**src/rtl/dctq_pkg.sv**
```systemverilog
// Package for the dual class task queue: operation, status and state codes.
// Used by the sequencer and the top level; depends on nothing.
package dctq_pkg;

   localparam logic [2:0] MODE_PUSH    = 3'd0;
   localparam logic [2:0] MODE_POP     = 3'd1;
   localparam logic [2:0] MODE_RESCHED = 3'd2;
   localparam logic [2:0] MODE_PROMOTE = 3'd3;
   localparam logic [2:0] MODE_QUERY   = 3'd4;

   localparam logic [1:0] STATUS_DONE  = 2'd0;
   localparam logic [1:0] STATUS_FULL  = 2'd1;
   localparam logic [1:0] STATUS_EMPTY = 2'd2;

   typedef enum logic [3:0] {
      ST_INIT,
      ST_IDLE,
      ST_READ,
      ST_EXEC,
      ST_QN,
      ST_QP,
      ST_QWAIT,
      ST_HEADP,
      ST_HEADN,
      ST_HEADW,
      ST_RESP
   } state_type;

endpackage

```
**src/rtl/dctq_ram.sv**
```systemverilog
// Generic simple dual port synchronous RAM with registered read.
// No dependencies.
module dctq_ram #(
   parameter int WIDTH = 8,
   parameter int DEPTH = 16
) (
   input  logic                     clock,
   input  logic                     we,
   input  logic [$clog2(DEPTH)-1:0] waddr,
   input  logic [WIDTH-1:0]         wdata,
   input  logic [$clog2(DEPTH)-1:0] raddr,
   output logic [WIDTH-1:0]         rdata
);
   logic [WIDTH-1:0] mem [DEPTH];

   // write and registered read
   always_ff @(posedge clock) begin
      if (we) mem[waddr] <= wdata;
      rdata <= mem[raddr];
   end
endmodule

```
**src/rtl/dual_class_task_queue_unit.sv**
```systemverilog
// Dual class task queue: linked lists of task entries in a link RAM and an
// entry RAM (id, type, again flag). Push, pop, reschedule and promote run
// through read, execute and head-read states; a query first walks both lists
// with one link read per queued entry. One item at a time; the result waits
// in an output register.
// Reset runs a pass that builds the free list and clears the again flags; no
// item is accepted meanwhile.
module dual_class_task_queue_unit #(
   parameter int POOL_SIZE = 16
) (
   input  logic       clock,
   input  logic       reset,
   input  logic       req_valid,
   output logic       req_ready,
   input  logic [2:0] req_mode,
   input  logic [7:0] req_task_id,
   input  logic [7:0] req_task_type,
   input  logic       req_is_priority,
   input  logic       req_to_front,
   output logic       rsp_valid,
   input  logic       rsp_ready,
   output logic [1:0] rsp_status,
   output logic       rsp_found,
   output logic       rsp_priority_empty,
   output logic       rsp_normal_empty,
   output logic       rsp_pool_full,
   output logic [7:0] rsp_priority_head_id,
   output logic [7:0] rsp_priority_head_type,
   output logic       rsp_priority_head_again,
   output logic [7:0] rsp_normal_head_id,
   output logic [7:0] rsp_normal_head_type,
   output logic       rsp_normal_head_again
);
   import dctq_pkg::*;

   localparam int AW = (POOL_SIZE > 1) ? $clog2(POOL_SIZE) : 1;
   localparam int CW = $clog2(POOL_SIZE + 1);
   localparam int EW = 17;

   state_type state_ff, state_in;
   logic [AW-1:0] free_head_ff, free_head_in, ph_ff, ph_in, pt_ff, pt_in;
   logic [AW-1:0] nh_ff, nh_in, nt_ff, nt_in;
   logic [CW-1:0] fc_ff, fc_in, pc_ff, pc_in, nc_ff, nc_in;
   logic [CW-1:0] walk_ff, walk_in;
   logic [AW-1:0] cur_ff, cur_in;
   logic [2:0] mode_ff;
   logic [7:0] id_ff, type_ff;
   logic prio_ff, front_ff, found_ff, found_in;
   logic [1:0] status_ff, status_in;
   logic rsp_valid_ff, rsp_valid_in;
   logic [7:0] phid_ff, phid_in, phty_ff, phty_in, nhid_ff, nhid_in, nhty_ff, nhty_in;
   logic phag_ff, phag_in, nhag_ff, nhag_in;

   logic l_we, e_we;
   logic [AW-1:0] l_wa, l_ra, e_wa, e_ra;
   logic [AW-1:0] l_wd, l_rd;
   logic [EW-1:0] e_wd, e_rd;

   dctq_ram #(.WIDTH(AW), .DEPTH(POOL_SIZE)) u_link (
      .clock(clock), .we(l_we), .waddr(l_wa), .wdata(l_wd), .raddr(l_ra), .rdata(l_rd));
   dctq_ram #(.WIDTH(EW), .DEPTH(POOL_SIZE)) u_entry (
      .clock(clock), .we(e_we), .waddr(e_wa), .wdata(e_wd), .raddr(e_ra), .rdata(e_rd));

   logic [AW-1:0] sel_head, sel_tail;
   logic [CW-1:0] sel_cnt;
   assign sel_head = prio_ff ? ph_ff : nh_ff;
   assign sel_tail = prio_ff ? pt_ff : nt_ff;
   assign sel_cnt  = prio_ff ? pc_ff : nc_ff;

   function automatic logic [AW-1:0] nxt(input logic [AW-1:0] a);
      logic [CW:0] s;
      s = {{(CW+1-AW){1'b0}}, a} + 1'b1;
      if (s == (CW+1)'(POOL_SIZE)) s = '0;
      return s[AW-1:0];
   endfunction

   // state register
   always_ff @(posedge clock) begin
      if (reset) begin
         state_ff <= ST_INIT;
         rsp_valid_ff <= 1'b0;
         free_head_ff <= '0; fc_ff <= CW'(POOL_SIZE);
         ph_ff <= '0; pt_ff <= '0; pc_ff <= '0;
         nh_ff <= '0; nt_ff <= '0; nc_ff <= '0;
         walk_ff <= '0; cur_ff <= '0;
      end else begin
         state_ff <= state_in;
         rsp_valid_ff <= rsp_valid_in;
         free_head_ff <= free_head_in; fc_ff <= fc_in;
         ph_ff <= ph_in; pt_ff <= pt_in; pc_ff <= pc_in;
         nh_ff <= nh_in; nt_ff <= nt_in; nc_ff <= nc_in;
         walk_ff <= walk_in; cur_ff <= cur_in;
      end
   end

   // payload registers
   always_ff @(posedge clock) begin
      if (req_valid && req_ready) begin
         mode_ff <= req_mode; id_ff <= req_task_id; type_ff <= req_task_type;
         prio_ff <= req_is_priority; front_ff <= req_to_front;
      end
      found_ff <= found_in; status_ff <= status_in;
      phid_ff <= phid_in; phty_ff <= phty_in; phag_ff <= phag_in;
      nhid_ff <= nhid_in; nhty_ff <= nhty_in; nhag_ff <= nhag_in;
   end

   // hold off new beats while a result still waits
   assign req_ready = (state_ff == ST_IDLE) && !rsp_valid_ff;

   // sequencer: read links/entries, modify, write back
   always_comb begin
      state_in = state_ff; rsp_valid_in = rsp_valid_ff;
      free_head_in = free_head_ff; fc_in = fc_ff;
      ph_in = ph_ff; pt_in = pt_ff; pc_in = pc_ff;
      nh_in = nh_ff; nt_in = nt_ff; nc_in = nc_ff;
      walk_in = walk_ff; cur_in = cur_ff;
      found_in = found_ff; status_in = status_ff;
      phid_in = phid_ff; phty_in = phty_ff; phag_in = phag_ff;
      nhid_in = nhid_ff; nhty_in = nhty_ff; nhag_in = nhag_ff;
      l_we = 1'b0; l_wa = '0; l_wd = '0; l_ra = '0;
      e_we = 1'b0; e_wa = '0; e_wd = '0; e_ra = '0;
      if (rsp_valid_ff && rsp_ready) rsp_valid_in = 1'b0;
      unique case (state_ff)
         ST_INIT: begin
            l_we = 1'b1; l_wa = cur_ff; l_wd = nxt(cur_ff);
            e_we = 1'b1; e_wa = cur_ff; e_wd = '0;
            cur_in = nxt(cur_ff);
            if (cur_ff == AW'(POOL_SIZE - 1)) state_in = ST_IDLE;
         end
         ST_IDLE: begin
            if (req_valid && req_ready) state_in = ST_READ;
         end
         ST_READ: begin
            // fetch the link of the entry the operation starts from
            if (mode_ff == MODE_PUSH) l_ra = free_head_ff;
            else if (mode_ff == MODE_PROMOTE) l_ra = nh_ff;
            else l_ra = sel_head;
            e_ra = sel_head;
            status_in = STATUS_DONE; found_in = 1'b0;
            state_in = ST_EXEC;
         end
         ST_EXEC: begin
            state_in = ST_HEADP;
            unique case (mode_ff)
               MODE_PUSH: begin
                  if (fc_ff == '0) status_in = STATUS_FULL;
                  else begin
                     free_head_in = l_rd; fc_in = fc_ff - 1'b1;
                     e_we = 1'b1; e_wa = free_head_ff; e_wd = {1'b0, type_ff, id_ff};
                     if (sel_cnt == '0) begin
                        if (prio_ff) begin ph_in = free_head_ff; pt_in = free_head_ff; end
                        else begin nh_in = free_head_ff; nt_in = free_head_ff; end
                     end else if (front_ff) begin
                        l_we = 1'b1; l_wa = free_head_ff; l_wd = sel_head;
                        if (prio_ff) ph_in = free_head_ff; else nh_in = free_head_ff;
                     end else begin
                        l_we = 1'b1; l_wa = sel_tail; l_wd = free_head_ff;
                        if (prio_ff) pt_in = free_head_ff; else nt_in = free_head_ff;
                     end
                     if (prio_ff) pc_in = pc_ff + 1'b1; else nc_in = nc_ff + 1'b1;
                  end
               end
               MODE_POP: begin
                  if (sel_cnt == '0) status_in = STATUS_EMPTY;
                  else begin
                     if (prio_ff) begin ph_in = l_rd; pc_in = pc_ff - 1'b1; end
                     else begin nh_in = l_rd; nc_in = nc_ff - 1'b1; end
                     e_we = 1'b1; e_wa = sel_head; e_wd = {1'b0, e_rd[15:0]};
                     l_we = 1'b1; l_wa = sel_head; l_wd = free_head_ff;
                     free_head_in = sel_head; fc_in = fc_ff + 1'b1;
                  end
               end
               MODE_RESCHED: begin
                  if (sel_cnt == '0) status_in = STATUS_EMPTY;
                  else begin
                     e_we = 1'b1; e_wa = sel_head; e_wd = {1'b1, e_rd[15:0]};
                     if (sel_cnt > CW'(1)) begin
                        l_we = 1'b1; l_wa = sel_tail; l_wd = sel_head;
                        if (prio_ff) begin ph_in = l_rd; pt_in = ph_ff; end
                        else begin nh_in = l_rd; nt_in = nh_ff; end
                     end
                  end
               end
               MODE_PROMOTE: begin
                  if (nc_ff == '0) status_in = STATUS_EMPTY;
                  else begin
                     nh_in = l_rd; nc_in = nc_ff - 1'b1;
                     if (pc_ff == '0) pt_in = nh_ff;
                     else begin l_we = 1'b1; l_wa = nh_ff; l_wd = ph_ff; end
                     ph_in = nh_ff; pc_in = pc_ff + 1'b1;
                  end
               end
               MODE_QUERY: begin
                  cur_in = nh_ff; walk_in = nc_ff; state_in = ST_QN;
               end
               default: ;
            endcase
         end
         ST_QN, ST_QP: begin
            // issue a read for the current walk entry
            if (walk_ff == '0) begin
               if (state_ff == ST_QN) begin
                  cur_in = ph_ff; walk_in = pc_ff; state_in = ST_QP;
               end else state_in = ST_HEADP;
            end else begin
               l_ra = cur_ff; e_ra = cur_ff;
               walk_in = walk_ff - 1'b1;
               state_in = ST_QWAIT;
               found_in = found_ff;
               status_in = {1'b0, state_ff == ST_QP};
            end
         end
         ST_QWAIT: begin
            // compare and follow the link
            if (e_rd[7:0] == id_ff) found_in = 1'b1;
            cur_in = l_rd;
            state_in = status_ff[0] ? ST_QP : ST_QN;
            status_in = STATUS_DONE;
         end
         ST_HEADP: begin
            e_ra = ph_ff; state_in = ST_HEADN;
         end
         ST_HEADN: begin
            e_ra = nh_ff;
            phid_in = (pc_ff != '0) ? e_rd[7:0] : '0;
            phty_in = (pc_ff != '0) ? e_rd[15:8] : '0;
            phag_in = (pc_ff != '0) & e_rd[16];
            state_in = ST_HEADW;
         end
         ST_HEADW: begin
            nhid_in = (nc_ff != '0) ? e_rd[7:0] : '0;
            nhty_in = (nc_ff != '0) ? e_rd[15:8] : '0;
            nhag_in = (nc_ff != '0) & e_rd[16];
            state_in = ST_RESP;
         end
         ST_RESP: begin
            rsp_valid_in = 1'b1; state_in = ST_IDLE;
         end
         default: state_in = ST_IDLE;
      endcase
   end

   assign rsp_valid = rsp_valid_ff;
   assign rsp_status = status_ff;
   assign rsp_found = found_ff;
   assign rsp_priority_empty = (pc_ff == '0);
   assign rsp_normal_empty = (nc_ff == '0);
   assign rsp_pool_full = (fc_ff == '0);
   assign rsp_priority_head_id = phid_ff;
   assign rsp_priority_head_type = phty_ff;
   assign rsp_priority_head_again = phag_ff;
   assign rsp_normal_head_id = nhid_ff;
   assign rsp_normal_head_type = nhty_ff;
   assign rsp_normal_head_again = nhag_ff;
endmodule

```
**config.mk**
```make
export PLATFORM = sky130hd
export DESIGN_NAME = dual_class_task_queue_unit
export DESIGN_NICKNAME = d
export VERILOG_FILES = /design/src/rtl/dctq_pkg.sv /design/src/rtl/dctq_ram.sv /design/src/rtl/dual_class_task_queue_unit.sv
export SDC_FILE = /design/constraint.sdc
export NUM_CORES = 1
export LEC_CHECK = 0
export ABC_AREA = 1
export BUFFER_PORTS_ARGS = -buffer_cell sky130_fd_sc_hd__buf_2
export CAP_MARGIN = 10
export CORE_AREA = 2 2 186 188
export CTS_CLUSTER_DIAMETER = 120
export DETAILED_ROUTE_END_ITERATION = 6
export DIE_AREA = 0 0 188 190
export PLACE_DENSITY = 0.82
export SLEW_MARGIN = 30
export SYNTH_ARGS = -nofsm -noshare
export SYNTH_HDL_FRONTEND = slang
export SYNTH_HIERARCHICAL = 1
export SYNTH_SLANG_ARGS = --single-unit
```
**constraint.sdc**
```tcl
create_clock -name clock -period 5.93 [get_ports clock]
set_clock_uncertainty 0.2 [all_clocks]
set_input_delay 0.593 -clock clock [delete_from_list [all_inputs] [get_ports clock]]
set_output_delay 0.593 -clock clock [all_outputs]
set_load 0.005 [all_outputs]
```
# Word-level counts from Yosys, hierarchy flattened
# Memories as Yosys holds them, arrays and structs flattened. A register that Yosys moved wholly into a read port is not among the register bits.
# Cells that the tools add are included.
# op_classes
addsub	8
magnitude_cmp	1
eq_ne	43
n_mux	133
bitwise	2
n_reduce_logical	37
# op_table
cell	count
2-to-1 mux 4 bit	65
one-hot mux 4 bit (4 select lines)	6
2-to-1 mux 5 bit	16
one-hot mux 4 bit (2 select lines)	7
one-hot mux 17 bit (3 select lines)	1
inequality test 2 bit (second input constant)	18
one-hot mux 4 bit (9 select lines)	1
2-to-1 mux 17 bit	2
2-to-1 mux 16 bit	2
one-hot mux 5 bit (3 select lines)	2
zero test 5 bit	5
AND reduction 7 bit	3
one-hot mux 5 bit (2 select lines)	2
subtractor 5 x 1 -> 5 bit (second input constant)	4
equality test 4 x 3 -> 1 bit (second input constant)	4
equality test 4 bit (second input constant)	4
adder 5 x 1 -> 5 bit (second input constant)	3
2-to-1 mux 1 bit	15
2-to-1 mux 2 bit	6
inequality test 3 bit (second input constant)	4
one-hot mux 2 bit (3 select lines)	2
one-hot mux 4 bit (3 select lines)	1
nonzero test 2 bit	5
nonzero test 5 bit	2
other kinds (28)	44
# word_totals
ff_bits	107
ram_bits	336
output_inout_bits	42
word_cells	251
memories	2
# mem_list
name	words	width	rd	rd_clocked_by_memory_dff	wr	line_no	source
u_entry.mem	16	17	1	1	1	dctq_ram.sv:14	logic [WIDTH-1:0] mem [DEPTH];
u_link.mem	16	4	1	1	1	dctq_ram.sv:14	

# Depth between registers and ports, before layout
# Gate-level depths: netlist of run 1.
# depth
word_depth	8
depth_mapped	18
ltp_nobuf	16

# Cells and area by module
# Netlist of run 1, hierarchy kept.
# modules_own_cells
mod	instances	cells_per_inst	area_each_um2	seq_area_each_um2
dctq_ram (u_entry)	1	1139	12027.8	8508.2
dual_class_task_queue_unit	1	947	6672.6	2722.6
dctq_ram (u_link)	1	290	2966.6	2001.9

# Least setup slack after synthesis of run 1
# OpenSTA, ideal clock, no wires.
# synth_path
path_type	reg2reg
startpoint	reg prio_ff
endpoint	mem u_entry/mem[4][0] (netlist bit) (enable)
setup_time_ns	0.390
t_arrival_ns	2.404
required_time_ns	5.340
setup_slack_ns	2.935
stages_incl_launch_ff	14
cell_sequence	edfxtp_1 -> buf_2 -> inv_1 -> nand3_1 -> nand2_2 -> nand2_1 -> buf_4 -> buf_6 -> nand3_1 -> o21ai_0 -> nand2_1 -> nand2_1 -> nand3b_1 -> nor2_1
# synth_lines
element	line_no	source
start, declared	dual_class_task_queue_unit.sv:48	logic prio_ff, front_ff, found_ff, found_in;
start signal, assigned	dual_class_task_queue_unit.sv:100	prio_ff <= req_is_priority; front_ff <= req_to_front;
2-to-1 mux 5 bit	dual_class_task_queue_unit.sv:68	assign sel_cnt = prio_ff ? pc_ff : nc_ff;
zero test 5 bit	dual_class_task_queue_unit.sv:164, dual_class_task_queue_unit.sv:174	
2-to-1 mux 4 bit (*)	dual_class_task_queue_unit.sv:164, dual_class_task_queue_unit.sv:174	
one-hot mux 4 bit (2 select lines) (*)	dual_class_task_queue_unit.sv:144	unique case (mode_ff)
one-hot mux 4 bit (2 select lines) (*)	dual_class_task_queue_unit.sv:123	unique case (state_ff)
via e_wa[3]	dual_class_task_queue_unit.sv:55	logic [AW-1:0] l_wa, l_ra, e_wa, e_ra;
end, declared	dctq_ram.sv:14	
# Mark *: on every way through the listed nets, which the timed path passes. The rest lies on a longest branch.

# Worst setup path in the final report of run 1
# layout_path
startpoint	reg prio_ff
endpoint	mem u_entry/mem[11][12] (netlist bit) (enable)
# layout_via
elab_chain_len	7
# layout_lines
element	line_no	source
2-to-1 mux 5 bit	dual_class_task_queue_unit.sv:68	
zero test 5 bit	dual_class_task_queue_unit.sv:164, dual_class_task_queue_unit.sv:174	
2-to-1 mux 1 bit	dual_class_task_queue_unit.sv:164, dual_class_task_queue_unit.sv:174	
one-hot mux 1 bit (2 select lines)	dual_class_task_queue_unit.sv:144	
one-hot mux 1 bit (2 select lines)	dual_class_task_queue_unit.sv:123	
via e_we	dual_class_task_queue_unit.sv:54	logic l_we, e_we;
2-to-1 mux 1 bit	dctq_ram.sv:18	if (we) mem[waddr] <= wdata;
2-to-1 mux 1 bit (implied by the code)	dctq_ram.sv:18	
# The timed path passes the listed nets, and every way through them passes these cells.

==> results of run 1 <==
==> final timing paths <==
| check | to | slack [ps] | depth (start not counted) |
|---|---|---|---|
| setup / recovery | u_entry/mem[11][12] | 1530 | 9 |
| hold / removal | rsp_valid | 100 | 4 |
| setup reg to reg | u_entry/mem[11][12] | 1530 | 9 |
| hold reg to reg | pc_ff[0] | 290 | 2 |
==> layout make-up <==
class | count | area, um^2 | area share
inverters | 391 | 1486 | 0.06125
flip-flops and latches | 464 | 13230 | 0.5453
clock buffers | 60 | 1276 | 0.05259
repair buffers | 108 | 701.9 | 0.02892
multi-input cells | 1428 | 6655 | 0.2742
clock inverters | 28 | 346.6 | 0.01428
well taps | 455 | 569.3 | 0.02346
==> critical path, cell delays in order, from the launching register on <==
cell and delay, ps:
edfxtp_1 740, inv_1 310, nand3_1 190, nand2_2 120, nand2_1 650, nand2_2 180
a21oi_1 260, or2_1 200, nand3b_1 300, nor2_2 840
==> cell usage after synthesis (3+ instances only) <==
cell / count
a211oi_1: 5
inv_2: 8
inv_4: 4
buf_1: 6
nor3_1: 10
nand3_2: 3
buf_6: 8
or2_2: 3
buf_2: 38
clkbuf_1: 27
nor2_1: 152
o21ai_1: 3
clkinv_1: 4
edfxtp_1: 394
a21oi_1: 50
o21bai_1: 3
inv_1: 374
nand4_1: 16
buf_4: 14
nand3b_1: 7
nand2_2: 6
o21ai_0: 45
nor2_4: 9
nand3_1: 318
xnor2_1: 7
dfxtp_1: 70
nand2_4: 3
o2111ai_1: 3
nand2_1: 733
ha_1: 11
o211ai_1: 5
and2_0: 3
fa_1: 3
xor2_1: 9
o22ai_1: 8
nor2_2: 8
==> routing by layer <==
metal / GRT usage / vias to the layer above / share of wire
li1: - / 7776 / -
met1: 0.3804 / 7902 / 0.36
met2: 0.5383 / 894 / 0.50
met3: 0.04778 / 185 / 0.076
met4: 0.1911 / 0 / 0.062
met5: 0 / - / 0
==> layout by cell type, fill, tap and decap left out, drive strengths merged, types with 11 or more instances in the layout <==
cell,count
buf,87
clkbuf,60
inv,389
nand3,321
dfxtp,70
a21oi,51
ha,11
clkinv,22
edfxtp,394
dlygate4sd3,21
o21ai,48
nand2,742
nand4,16
nor2,169
==> per-stage QoR <==
stage | hold slack [ps] | std cells | power (uW) | utilization
floorplan | 252.5 | 2376 | 3796 | -
global placement | 264.3 | 2825 | 3874 | 0.6579
detailed placement | 279.1 | 2825 | 3885 | 0.6583
CTS | 93.92 | 2934 | 6936 | 0.7123
global route | 113.9 | 2934 | 7108 | 0.7149
finish | 102.8 | 2934 | 6933 | 0.7149
==> sequential cells by signal, summed over array words and instances (netlist names), 5 cells and up <==
register / flops
rsp_normal_head_type: 8
rsp_normal_head_id: 8
walk_ff: 5
type_ff: 8
id_ff: 8
u_link/mem: 64
fc_ff: 5
pc_ff: 5
rsp_priority_head_type: 8
nc_ff: 5
u_entry/mem: 272
rsp_priority_head_id: 8
u_entry/rdata: 17
==> timing repair <==
item                                    CTS  global route
hold buffers                             21             0
endpoints found under the setup margin    0             0
hold endpoints to repair                 21             0
==> cell families (layout without fill, tap and decap cells) <==
group / after synthesis / count (layout) / share of synthesized area
buffers and inverters: 484 / 587 / 0.09193
and+or+nand+nor: 1274 / 1274 / 0.2504
DFF: 464 / 464 / 0.6107
adders and majority gates: 14 / 14 / 0.009124
xor gates and xnor gates: 16 / 16 / 0.006468
AOI/OAI and AO/OA: 124 / 124 / 0.03136
==> power by group <==
part           internal [uW]  switching, uW  leakage, uW  total [uW]
Clock                   1840           1250     0.000791        3090
Combinational           63.8            140      0.00492         204
Sequential              3590           54.1      0.00464        3640
==> flow_metrics.tcl, run 1 <==
set metrics [dict create \
    run_status "finished, final reports clean" \
    finalNetCount 2479 \
    synth.area.top_cells "edfxtp_1 55%, nand2_1 13%, nand3_1 7.3%" \
    crit_required_ps 5930 \
    firstDrtPassIters 6 \
    min-delay-path-class "in2reg" \
    hold_viol_final 0 \
    dpl_cell_area_um2 22350 \
    path_max_fanout 21 \
    route.detailed.vias_per_inst 5.711 \
    io_buffers 66 \
    post_drt_wl_per_cell_um 19.20 \
    number_of_distinct_library_cells_after_synthesis 42 \
    cts_buffers 47 \
    synth_edf_count 394 \
    synth_nets 2415 \
    final_min_period_over_clock_period 0.7428 \
    post-route-min-period_ps 4405 \
    setup_viol 0 \
    worst_skew_pair.late_latency_ps 580 \
    io_pins 67 \
    place.detailed.hpwl_um 35800 \
    drt_first_iter_violations 2104 \
    rsz0062_at_grt "false" \
    netlist.top_cell.by_area "edfxtp_1" \
    synth-async-reset-ratio 0 \
    postCtsSetupBuffers 0 \
    fillerInstances 2324 \
    preCtsSetupSlack_ps 1696 \
    synth-seq-cells 464 \
    initial_standard_cell_utilization_of_the_core 0.6383 \
    end_kind "flop" \
    worst_pin_slew_ps 1032 \
    crit_type "reg2reg" \
    synth.yosys.warnings 6 \
    flow.area_growth_from_synthesis_pct 12.01 \
    cts_max_path_buffers 3 \
    worst_ir_drop_vdd_uv 287.1 \
    startpoint_type "flop" \
    final_layout_size_suffix_gt1_frac 0.09399 \
    postRouteWirelength_um 56330 \
    crit_arrival_ps 4400 \
    ys.flop_type "edfxtp_1" \
    critical_path.reg2reg.startpoint "prio_ff" \
    synthesis.area_per_instance_um2 9.119 \
    die_h_um 190 \
    die_w_um 188 \
    n_antenna_cell 0 \
    final_max_slew_viol_count 0 \
    grt_max_degree 96 \
    overflow 0 \
    routed-via-count 16757 \
    max_clock_freq_mhz 227.0 \
    setup_slack_ps 1525 \
    power.leakage_uw 0.01035 \
    cts.sink_count 464 \
    tritoncts "done" \
    fp-row-count 68 \
    clk_slew_on_worst_s_h_paths_ps 60 \
    max_cap_violations 0 \
    core_region_area_um2 33950 \
    timing.slew.headroom 0.3118 \
    place_congestion 0.9973 \
    die_area_um2 35720 \
    h-tree-depth 2 \
    first_global_vias 16175 \
    finish.instance_area_um2 24270 \
    number_of_antenna_violations_at_the_first_check_in_global_routing 0 \
    synth_seq_area_share 0.6107 \
    drt.antenna.violating_nets 0 \
    root_buffer "clkbuf_16" \
    cellPowerDensity_nw_per_um2 285.7 \
    worstHoldStart "rsp_ready" \
    route.detailed.drc 0 \
    grtUsageTotal 0.3151 \
    syn-cell-area_um2 21670 \
    timing.setup.tns_ps 0 \
    setup.worst_path.start "prio_ff" \
    grt_pass1_wl_um 86740 \
    synth_top_area_frac 0.5461 \
    syn-instance-count 2376 \
    post_cts_resized 0 \
]
Note: power is estimated with default switching activity, not from simulation.
==> run 2, diff against run 1 <==
--- a/config.mk
+++ b/config.mk
@@ -8,11 +8,11 @@
 export ABC_AREA = 1
 export BUFFER_PORTS_ARGS = -buffer_cell sky130_fd_sc_hd__buf_2
 export CAP_MARGIN = 10
-export CORE_AREA = 2 2 186 188
+export CORE_AREA = 2 2 200 202
 export CTS_CLUSTER_DIAMETER = 120
 export DETAILED_ROUTE_END_ITERATION = 6
-export DIE_AREA = 0 0 188 190
-export PLACE_DENSITY = 0.82
+export DIE_AREA = 0 0 202 204
+export PLACE_DENSITY = 0.75
 export SLEW_MARGIN = 30
 export SYNTH_ARGS = -nofsm -noshare
 export SYNTH_HDL_FRONTEND = slang
==> constraint.sdc (replaced) <==
create_clock -name clock -period 3.6 [get_ports clock]
set_clock_uncertainty 0.2 [all_clocks]
set_input_delay 0.36 -clock clock [delete_from_list [all_inputs] [get_ports clock]]
set_output_delay 0.36 -clock clock [all_outputs]
set_load 0.005 [all_outputs]
==> flow_metrics.tcl, run 2 (synthesis results as in run 1) <==
set metrics [dict create \
    n_antenna_cell 0 \
    firstDrtPassIters 7 \
    cts_max_path_buffers 3 \
    dpl_cell_area_um2 22940 \
    io_buffers 66 \
    number_of_cells_on_the_worst_reg_to_reg_path 11 \
    final_min_period_over_clock_period 0.9250 \
    fin_hold_ws_ps 24.42 \
    die_area_um2 41210 \
    flow.area_growth_from_synthesis_pct 15.15 \
    grt.met3_usage 0.04528 \
    worst_skew_pair.late_latency_ps 590 \
    worst_hold_path_cell_count 5 \
    worst_pin_slew_ps 763.8 \
    grt_max_degree 97 \
    timing.slew.headroom 0.4889 \
    first_global_vias 16590 \
    final_max_slew_viol_count 0 \
    final_layout_size_suffix_gt1_frac 0.1207 \
    fp-row-count 73 \
    regMostFlops "u_entry/mem" \
    rsz0062_at_grt "false" \
    crit_arrival_ps 3390 \
    startpoint_type "flop" \
    place_congestion 0.9826 \
    routed-via-count 16874 \
    cts_buffers 49 \
    finalNetCount 2550 \
    die_w_um 202 \
    cts.sink_count 464 \
    max_clock_freq_mhz 300.3 \
    busiest_layer "met2" \
    root_buffer "clkbuf_16" \
    reg.largest.list "u_entry/mem (272), u_link/mem (64), u_entry/rdata (17)" \
    setup_viol 0 \
    route.detailed.drc 1 \
    drt.antenna.violating_nets 0 \
    core_region_area_um2 39180 \
    number_of_antenna_violations_at_the_first_check_in_global_routing 0 \
    most_common_library_cell_in_the_layout_ignoring_fill_and_taps "nand2_1" \
    die_h_um 204 \
    fillerInstances 3077 \
    h-tree-depth 2 \
    hold_viol_final 0 \
    postCtsSetupBuffers 0 \
    max_cap_violations 0 \
    grt_pass1_wl_um 88580 \
    crit_type "reg2reg" \
    cellPowerDensity_nw_per_um2 467.1 \
    overflow 0 \
    grtUsageTotal 0.2762 \
    power.leakage_uw 0.01079 \
    min-delay-path-class "in2reg" \
    finish.instance_area_um2 24950 \
    violations "design-rule violations" \
    initial_standard_cell_utilization_of_the_core 0.5530 \
    mostFrequentLayoutCells "733 x nand2_1, 394 x edfxtp_1, 373 x inv_1, 317 x nand3_1, 132 x nor2_1" \
    crit_required_ps 3660 \
    postRouteWirelength_um 56560 \
    clk_slew_on_worst_s_h_paths_ps 60 \
    drt_first_iter_violations 1930 \
    path_max_fanout 17 \
    footprint_of_the_multi_input_gates_um2 6553 \
    post-route-min-period_ps 3330 \
    largest_reg_flops 272 \
    area.sequential_um2 13230 \
    globalRouteMet2Util 0.4689 \
    timing.setup.tns_ps 0 \
    worst_ir_drop_vdd_uv 565.9 \
    route.detailed.vias_per_inst 5.484 \
    io_pins 67 \
    place.detailed.hpwl_um 36170 \
    grt_met1_usage 0.3407 \
    post_drt_wl_per_cell_um 18.38 \
    end_kind "flop" \
    tritoncts "done" \
    run_status "complete, but fails checks" \
]
run 2: through the flow:
stage	cells	worst slack [ps]	util	total power, uW
finish	3077	269.9	0.6367	11650
global route	3077	6.315	0.6367	11980
CTS	3077	156.6	0.6362	11710
detailed placement	2961	186.8	0.5855	6421
global placement	2961	285.4	0.5855	6410
floorplan	2376	605.2	-	6253
run 2: worst paths after layout:
check / startpoint / end / slack [ps]
max reg2reg: mode_ff[0] / u_link/mem[1][1] / 270
min reg2reg: pt_ff[1] / pt_ff[1] / 280
min: req_valid / state_ff[1] / 20
max: mode_ff[0] / u_link/mem[1][1] / 270
run 2: per-layer routing:
layer,routed length (um),vias up,share of wire
li1,-,7929,-
met1,21480,7949,0.38
met2,27450,811,0.49
met3,4630,185,0.082
met4,2988,0,0.053
met5,0,-,0
run 2: final cells by class:
type,instances,share of cell area
Clock inverter,24,0.01284
Sequential cell,464,0.5304
Timing Repair Buffer,177,0.05105
Tap cell,525,0.02633
Multi-Input combinational cell,1428,0.2626
Clock buffer,68,0.05722
Inverter,391,0.05953
run 2: repair_timing:
item / 4_1_cts / 5_1_grt
setup endpoints to repair: 0 / 24
endpoints found under the hold margin: 30 / 0
hold buffers: 24 / 0
resized for setup: 0 / 6
run 2: where the power goes:
group	internal [uW]	switching, uW
logic	117	243
clock network	3220	2100
registers	5910	71.9
total	9240	2410
run 2: critical path, cell delays in order, from the launching register on:
cell and delay [ps]:
edfxtp_1 480, inv_1 110, nor2_4 210, nand2_2 260, inv_1 160, nand2_1 130
nor2_4 240, nand3b_1 180, nand2_1 60, o21ai_1 340, nand2_1 290, nor2_1 340
